==> src/design/dllm_pkg.sv <==
package dllm_pkg;

  // Pool geometry; links use the code NODES as "no node"
  localparam int NODES      = 16;
  localparam int NODE_W     = 4;
  localparam int LINK_W     = NODE_W + 1;
  localparam int CNT_W      = 5;
  localparam int VALUE_BITS = 32;

  localparam logic [LINK_W-1:0] LINK_NIL = LINK_W'(NODES);

  // Operation codes
  localparam logic [2:0] OP_PUSH_HEAD    = 3'd0;
  localparam logic [2:0] OP_PUSH_TAIL    = 3'd1;
  localparam logic [2:0] OP_POP_HEAD     = 3'd2;
  localparam logic [2:0] OP_POP_TAIL     = 3'd3;
  localparam logic [2:0] OP_DELETE       = 3'd4;
  localparam logic [2:0] OP_CURSOR_START = 3'd5;
  localparam logic [2:0] OP_CURSOR_NEXT  = 3'd6;
  localparam logic [2:0] OP_CLEAR        = 3'd7;

  // Status codes
  localparam logic [1:0] ST_OK         = 2'd0;
  localparam logic [1:0] ST_EMPTY      = 2'd1;
  localparam logic [1:0] ST_FULL       = 2'd2;
  localparam logic [1:0] ST_BAD_HANDLE = 2'd3;

  typedef struct packed {
    logic [2:0]            operation;
    logic [VALUE_BITS-1:0] item_value;
    logic [NODE_W-1:0]     node_handle;
  } req_t;

  typedef struct packed {
    logic [1:0]            status;
    logic [VALUE_BITS-1:0] result_value;
    logic [NODE_W-1:0]     result_handle;
    logic [CNT_W-1:0]      list_length;
  } rsp_t;

endpackage

==> src/design/doubly_linked_list_manager_top.sv <==
// Bounded doubly linked list (deque) over a 16-node pool with a walking cursor.
// A request is taken into the request register, which feeds the result register through one
// pass of logic; one request per cycle is sustained while the result side is not stalled,
// since the list state is updated in a single pass.
// Reset (rst, synchronous, active high): list empty, all nodes free, cursor at
// end, head-first direction; node values and links are undefined until written.
module doubly_linked_list_manager_top
  import dllm_pkg::*;
(
  input  logic clk,
  input  logic rst,
  input  logic cfg_write,
  input  logic cfg_data,
  input  logic request_valid,
  output logic request_stall,
  input  req_t request,
  output logic result_valid,
  input  logic result_stall,
  output rsp_t result
);

  // Request register
  logic req_full;
  req_t req_q;
  logic exec;

  // List state
  logic [VALUE_BITS-1:0] node_values [NODES];
  logic [LINK_W-1:0]     prev_links  [NODES];
  logic [LINK_W-1:0]     next_links  [NODES];
  logic [LINK_W-1:0]     head_index, tail_index, cursor_index;
  logic [CNT_W-1:0]      node_count;
  logic [NODES-1:0]      in_use_map;
  logic                  cursor_backward;
  logic                  walk_from_tail;

  logic [LINK_W-1:0] head_index_next, tail_index_next, cursor_index_next;
  logic [CNT_W-1:0]  node_count_next;
  logic [NODES-1:0]  in_use_map_next;
  logic              cursor_backward_next;
  rsp_t              result_next;

  // Free-node search
  logic              alloc_found;
  logic [NODE_W-1:0] alloc_idx;

  // Selected node read
  logic [LINK_W-1:0]     sel_link;
  logic [NODE_W-1:0]     sel_idx;
  logic [VALUE_BITS-1:0] rd_value;
  logic [LINK_W-1:0]     rd_prev, rd_next;
  logic                  do_unlink;

  // Link write ports
  logic              val_we;
  logic              nxa_we, nxb_we, pva_we, pvb_we;
  logic [NODE_W-1:0] nxa_idx, nxb_idx, pva_idx, pvb_idx;
  logic [LINK_W-1:0] nxa_data, nxb_data, pva_data, pvb_data;

  assign exec          = req_full && (!result_valid || !result_stall);
  assign request_stall = req_full && !exec;

  // Take a new request whenever the request register drains
  always_ff @(posedge clk) begin
    if (rst) begin
      req_full <= 1'b0;
    end else if (!request_stall) begin
      req_full <= request_valid;
    end
    if (request_valid && !request_stall) begin
      req_q <= request;
    end
  end

  // Cursor direction register
  always_ff @(posedge clk) begin
    if (rst) begin
      walk_from_tail <= 1'b0;
    end else if (cfg_write) begin
      walk_from_tail <= cfg_data;
    end
  end

  // Find the lowest free node
  always_comb begin
    alloc_found = 1'b0;
    alloc_idx   = '0;
    for (int i = NODES - 1; i >= 0; i--) begin
      if (!in_use_map[i]) begin
        alloc_found = 1'b1;
        alloc_idx   = NODE_W'(i);
      end
    end
  end

  // Pick the one node this request reads
  always_comb begin
    case (req_q.operation)
      OP_POP_HEAD:    sel_link = head_index;
      OP_POP_TAIL:    sel_link = tail_index;
      OP_DELETE:      sel_link = {1'b0, req_q.node_handle};
      default:        sel_link = cursor_index;
    endcase
  end

  assign sel_idx  = sel_link[NODE_W-1:0];
  assign rd_value = node_values[sel_idx];
  assign rd_prev  = prev_links[sel_idx];
  assign rd_next  = next_links[sel_idx];

  // Single-pass update of list state
  always_comb begin
    head_index_next      = head_index;
    tail_index_next      = tail_index;
    cursor_index_next    = cursor_index;
    node_count_next      = node_count;
    in_use_map_next      = in_use_map;
    cursor_backward_next = cursor_backward;
    result_next          = '0;
    do_unlink            = 1'b0;
    val_we   = 1'b0;
    nxa_we   = 1'b0;  nxa_idx = '0;  nxa_data = LINK_NIL;
    nxb_we   = 1'b0;  nxb_idx = '0;  nxb_data = LINK_NIL;
    pva_we   = 1'b0;  pva_idx = '0;  pva_data = LINK_NIL;
    pvb_we   = 1'b0;  pvb_idx = '0;  pvb_data = LINK_NIL;

    case (req_q.operation)
      OP_PUSH_HEAD, OP_PUSH_TAIL: begin
        if (!alloc_found) begin
          result_next.status = ST_FULL;
        end else begin
          in_use_map_next[alloc_idx] = 1'b1;
          val_we  = 1'b1;
          pva_we  = 1'b1;
          pva_idx = alloc_idx;
          nxa_we  = 1'b1;
          nxa_idx = alloc_idx;
          if (head_index[NODE_W] || tail_index[NODE_W]) begin
            head_index_next = {1'b0, alloc_idx};
            tail_index_next = {1'b0, alloc_idx};
          end else if (req_q.operation == OP_PUSH_HEAD) begin
            nxa_data        = head_index;
            pvb_we          = 1'b1;
            pvb_idx         = head_index[NODE_W-1:0];
            pvb_data        = {1'b0, alloc_idx};
            head_index_next = {1'b0, alloc_idx};
          end else begin
            pva_data        = tail_index;
            nxb_we          = 1'b1;
            nxb_idx         = tail_index[NODE_W-1:0];
            nxb_data        = {1'b0, alloc_idx};
            tail_index_next = {1'b0, alloc_idx};
          end
          node_count_next            = node_count + CNT_W'(1);
          result_next.result_handle = alloc_idx;
        end
      end
      OP_POP_HEAD, OP_POP_TAIL: begin
        if (sel_link[NODE_W]) begin
          result_next.status = ST_EMPTY;
        end else begin
          do_unlink = 1'b1;
        end
      end
      OP_DELETE: begin
        if (!in_use_map[sel_idx]) begin
          result_next.status = ST_BAD_HANDLE;
        end else begin
          do_unlink = 1'b1;
        end
      end
      OP_CURSOR_START: begin
        cursor_backward_next = walk_from_tail;
        cursor_index_next    = walk_from_tail ? tail_index : head_index;
        if (cursor_index_next[NODE_W]) begin
          cursor_index_next  = LINK_NIL;
          result_next.status = ST_EMPTY;
        end else begin
          result_next.result_handle = cursor_index_next[NODE_W-1:0];
        end
      end
      OP_CURSOR_NEXT: begin
        if (sel_link[NODE_W]) begin
          result_next.status = ST_EMPTY;
        end else begin
          cursor_index_next         = cursor_backward ? rd_prev : rd_next;
          result_next.result_value  = rd_value;
          result_next.result_handle = sel_idx;
        end
      end
      OP_CLEAR: begin
        in_use_map_next   = '0;
        head_index_next   = LINK_NIL;
        tail_index_next   = LINK_NIL;
        cursor_index_next = LINK_NIL;
        node_count_next   = '0;
      end
      default: begin
      end
    endcase

    // Unlink the selected node and bridge its neighbors
    if (do_unlink) begin
      if (cursor_index == sel_link) begin
        cursor_index_next = cursor_backward ? rd_prev : rd_next;
      end
      if (!rd_prev[NODE_W]) begin
        nxa_we   = 1'b1;
        nxa_idx  = rd_prev[NODE_W-1:0];
        nxa_data = rd_next;
      end else begin
        head_index_next = rd_next;
      end
      if (!rd_next[NODE_W]) begin
        pva_we   = 1'b1;
        pva_idx  = rd_next[NODE_W-1:0];
        pva_data = rd_prev;
      end else begin
        tail_index_next = rd_prev;
      end
      in_use_map_next[sel_idx] = 1'b0;
      if (node_count != '0) begin
        node_count_next = node_count - CNT_W'(1);
      end
      result_next.result_value  = rd_value;
      result_next.result_handle = sel_idx;
    end

    result_next.list_length = node_count_next;
  end

  // Commit control state
  always_ff @(posedge clk) begin
    if (rst) begin
      head_index      <= LINK_NIL;
      tail_index      <= LINK_NIL;
      cursor_index    <= LINK_NIL;
      node_count      <= '0;
      in_use_map      <= '0;
      cursor_backward <= 1'b0;
    end else if (exec) begin
      head_index      <= head_index_next;
      tail_index      <= tail_index_next;
      cursor_index    <= cursor_index_next;
      node_count      <= node_count_next;
      in_use_map      <= in_use_map_next;
      cursor_backward <= cursor_backward_next;
    end
  end

  // Write node values and links
  always_ff @(posedge clk) begin
    if (exec) begin
      if (val_we) begin
        node_values[alloc_idx] <= req_q.item_value;
      end
      if (nxa_we) begin
        next_links[nxa_idx] <= nxa_data;
      end
      if (nxb_we) begin
        next_links[nxb_idx] <= nxb_data;
      end
      if (pva_we) begin
        prev_links[pva_idx] <= pva_data;
      end
      if (pvb_we) begin
        prev_links[pvb_idx] <= pvb_data;
      end
    end
  end

  // Result register; hold while stalled
  always_ff @(posedge clk) begin
    if (rst) begin
      result_valid <= 1'b0;
    end else if (exec) begin
      result_valid <= 1'b1;
    end else if (!result_stall) begin
      result_valid <= 1'b0;
    end
    if (exec) begin
      result <= result_next;
    end
  end

  // Count tracks the in-use map
  a_count_matches_map: assert property (@(posedge clk) disable iff (rst)
    32'(node_count) == 32'($countones(in_use_map)))
    else $error("node count differs from in-use map");

  // Head and tail are empty together
  a_head_tail_nil: assert property (@(posedge clk) disable iff (rst)
    head_index[NODE_W] == tail_index[NODE_W])
    else $error("head and tail disagree on empty list");

  // Empty list has no count
  a_empty_count: assert property (@(posedge clk) disable iff (rst)
    head_index[NODE_W] == (node_count == '0))
    else $error("head link disagrees with node count");

  // A stall only occurs with a request held and the result side blocked
  a_stall_cause: assert property (@(posedge clk) disable iff (rst)
    request_stall |-> (req_full && result_valid && result_stall))
    else $error("request stalled without back pressure");

endmodule
==> config.mk <==
export PLATFORM = sky130hd
export DESIGN_NAME = doubly_linked_list_manager_top
export DESIGN_NICKNAME = d
export VERILOG_FILES = /design/src/design/dllm_pkg.sv /design/src/design/doubly_linked_list_manager_top.sv
export SDC_FILE = /design/constraint.sdc
export NUM_CORES = 1
export LEC_CHECK = 0
export BUFFER_PORTS_ARGS = -buffer_cell sky130_fd_sc_hd__buf_4
export CORE_MARGIN = 2
export CORE_UTILIZATION = 44
export CTS_CLUSTER_DIAMETER = 30
export DETAILED_ROUTE_END_ITERATION = 10
export MAX_ROUTING_LAYER = met4
export PLACE_DENSITY = 0.6
export RECOVER_POWER = 100
export SLEW_MARGIN = 20
export SYNTH_ARGS = -nofsm -noshare
export SYNTH_HDL_FRONTEND = slang
export SYNTH_SLANG_ARGS = --single-unit
==> constraint.sdc <==
create_clock -name clk -period 3.7 [get_ports clk]
set_input_delay 0.37 -clock clk [delete_from_list [all_inputs] [get_ports clk]]
set_output_delay 0.37 -clock clk [all_outputs]
set_load 0.01 [all_outputs]
==> qor.txt <==
status: finished with violations
failing checks: max-capacitance violations, max-slew violations, negative setup slack
Main synth FF type: edfxtp_1
Buffers on Ports: 89
pre-CTS setup slack: -0.5785 ns
Reg2Reg Capture Point: prev_links[3][3]
register bit total from synthesis: 794
worst-path fanout max: 7
DR WL/cell: 25.34 um
Design Area, Final: 0.04483 mm2
hold crit path type: input pin to register
Syn Nets: 2834
vias in the first global route: 25.11k
vias per inst: 5.871
Fin Hold WS: 0.06437 ns
Max-cap violations: 4
clk buf depth: 3
register area: 0.02344 mm2
critical path startpoint: req_q[36]
placed cells: 3985
Worst-path clk slew: 0.05 ns
diode count: 0
kind of end point of the critical path: register
Placer Congestion: 1.034
clk sinks: 794
hold path startpoint: rst
share of cells above drive strength 1: 0.2484
Crit Path Class: register to register
Initial DRC Count: 2977
relative slew slack: -0.2059
Slew Limit Fails: 93
number of library cell types mapped by synthesis: 76
Syn Area/Cell: 12.10 um2
root buf cell: clkbuf_16
reg-to-reg slack, setup: -0.12 ns
Post-DP HPWL: 65.36 mm
DR DRC count: 0
Worst R2R Path Depth: 13
DR vias: 25.62k
Seq/Total Area, Yosys: 0.6952
gr ovfl total: 0
Initial Util: 0.4440
WHS Path Cells: 2
Fin Clk Skew: 0.04448 ns
Gate Count Post-Synth: 2787
Placeable Area: 0.07595 mm2
Post-synth EDFFs: 754
Rows: 101
Post-DP Area: 0.03753 mm2
launch point of the worst reg-to-reg path: req_q[36]
final period utilization: 1.033
mapped cell area: 0.03372 mm2
f_max: 0.2617 GHz
first-pass GRT wire length: 160.5 mm
Worst Setup Slack, final: -0.1206 ns
IO Pins: 90
Nets: 3248
Antenna Violating Nets Remaining: 0
drt pass-1 iters: 8
die width: 280.8 um
worst vdd ir: 0.4197 mV
RSZ-0062 raised after global routing: yes
Period minus WS final: 3.821 ns
Fin. Hold Viols: 0
ratio of total power to cell area: 583.3 mW/mm2
die footprint: 0.07887 mm2
Worst Tran Pin Value: 1.809 ns
fin cells: 4363
Worst Path Required: 4.10 ns
TritonCTS clock tree: built
Async S/R FF share, synth: 0
Leak: 15.92 nW
die height: 280.8 um
Clk Latency, worst-skew pair: 0.73 ns
Setup Viol. Count Final: 163
H-tree levels: 4
GRT Util Overall: 0.2858
Area Growth Syn to Fin: 32.95%
FILL cells: 6044
initial antenna violation count: 1
yosys warns: 0
Critical Path Start Type: register
Detailed Route WL: 110.5 mm
pin count of the biggest net entering global routing: 182
TritonCTS Buffers: 155
Worst Setup EP: prev_links[3][3]
footprint of the multi-input gates: 0.01078 mm2
CP arrival: 4.22 ns
metrics by stage:
step | TNS [ns] | util | power (mW)
after detailed placement | -118.44 | 0.4941 | 12.01
after global routing | -35.60 | 0.5903 | 26.92
after CTS | -4.468 | 0.5791 | 26.16
after global placement | -121.00 | 0.4941 | 11.98
final | -10.64 | 0.5903 | 26.15
after floorplan | -1.832 | - | 11.15
cell families after synthesis:
| kind of cell | share of synthesized area |
|---|---|
| AND/OR/NAND/NOR | 0.1605 |
| flip-flops | 0.6952 |
| AO/OA/AOI/OAI | 0.09877 |
| buffers and inverters | 0.02434 |
| multiplexers | 0.02022 |
| adder cells (fa/ha/maj) | 0.0007419 |
| XOR/XNOR | 0.0002598 |
power breakdown:
part	switching, mW	internal, mW	leakage (nW)
registers	0.118	9.93	7.13
logic	1.30	0.795	6.26
clock network	4.79	9.22	2.53
registers in the layout, summed over array words and instances (netlist names), 5 cells and up:
| register | cells |
|---|---|
| tail_index | 5 |
| prev_links | 80 |
| cursor_index | 5 |
| node_count | 5 |
| req_q | 39 |
| next_links | 80 |
| result | 43 |
| head_index | 5 |
| node_values | 512 |
| in_use_map | 16 |
timing repair:
action | in CTS | in global routing
buffers inserted | 11 | 30
pin swaps | 30 | 41
resized for setup | 110 | 199
setup endpoints to repair | 377 | 321
hold endpoints to repair | 42 | 0
gates cloned | 1 | 5
hold buffers | 44 | 0
synthesized netlist by cell type (4+ instances only):
library cell / number / area share
a211oi_1: 6 / 0.0013
a21boi_0: 5 / 0.0011
a21oi_1: 78 / 0.012
a222oi_1: 20 / 0.0059
a22o_1: 5 / 0.0013
a22oi_1: 9 / 0.0020
a22oi_2: 5 / 0.0019
a311oi_1: 39 / 0.010
a31oi_1: 45 / 0.0083
a32oi_1: 6 / 0.0016
a41oi_1: 16 / 0.0042
and3_1: 53 / 0.0098
buf_1: 21 / 0.0023
buf_2: 21 / 0.0031
buf_6: 5 / 0.0017
clkbuf_1: 142 / 0.016
dfxtp_1: 40 / 0.024
edfxtp_1: 754 / 0.67
inv_1: 8 / 0.00089
mux2_2: 9 / 0.0030
mux2i_1: 58 / 0.017
nand2_1: 679 / 0.076
nand2b_1: 7 / 0.0013
nand3_1: 347 / 0.051
nand4_1: 6 / 0.0011
nor2_1: 64 / 0.0071
nor2b_1: 14 / 0.0026
nor3_1: 12 / 0.0018
nor4_1: 8 / 0.0015
o211ai_1: 8 / 0.0018
o21a_1: 7 / 0.0016
o21ai_0: 151 / 0.022
o21ai_1: 29 / 0.0043
o221a_2: 10 / 0.0033
o221ai_1: 5 / 0.0013
o22ai_1: 10 / 0.0019
o311ai_0: 6 / 0.0016
o31ai_1: 5 / 0.0011
or2_2: 5 / 0.00093
or3_1: 7 / 0.0013
or4_1: 4 / 0.00089
final cells by class:
class	count	share of cell area
repair buffers	447	0.08794
clock buffers	174	0.08902
clock inverters	115	0.03006
well taps	1030	0.02874
multi-input cells	1793	0.2405
flip-flops and latches	794	0.5229
inverters	10	0.0008651
how the worst min path moves through the flow:
stage	to	slack, ns
3_3_place_gp	result_valid	0.47
2_1_floorplan	result_valid	0.45
5_1_grt	walk_from_tail	0.04
6_report	result_valid	0.06
3_5_place_dp	node_count[0]	0.52
4_1_cts	walk_from_tail	0.02
worst max-delay path, stage by stage, from the launching register on:
cell and delay (ns):
edfxtp_1 0.50, or3b_4 0.46, and3_4 0.22, buf_6 0.14, nor2_4 0.13, buf_8 0.16, and3_1 0.17, a311oi_2 0.06
buf_4 0.15, or4_4 0.55, o41ai_4 0.30, buf_4 0.20, nand3_4 0.18, o21ai_4 0.26
cell usage in the layout (no fill, tap or decap), types with 33 or more instances in the layout:
cell / synthesis / layout
nand3_1: 347 / 340
mux2i_1: 58 / 55
nor2_1: 64 / 41
clkbuf_16: 0 / 160
a31oi_1: 45 / 39
buf_4: 0 / 222
a311oi_1: 39 / 37
nand2_1: 679 / 675
a21oi_1: 78 / 51
dfxtp_1: 40 / 40
buf_12: 0 / 33
and3_1: 53 / 47
edfxtp_1: 754 / 754
buf_6: 5 / 50
clkbuf_1: 142 / 71
o21ai_0: 151 / 113
dlygate4sd3_1: 0 / 44
metal layers:
metal  part of all wire  GRT usage
met1               0.41     0.3775
met2               0.47     0.4423
met3              0.088    0.05437
met4              0.029     0.1039
met5                  0          -
(Power assumes the default switching activity.)
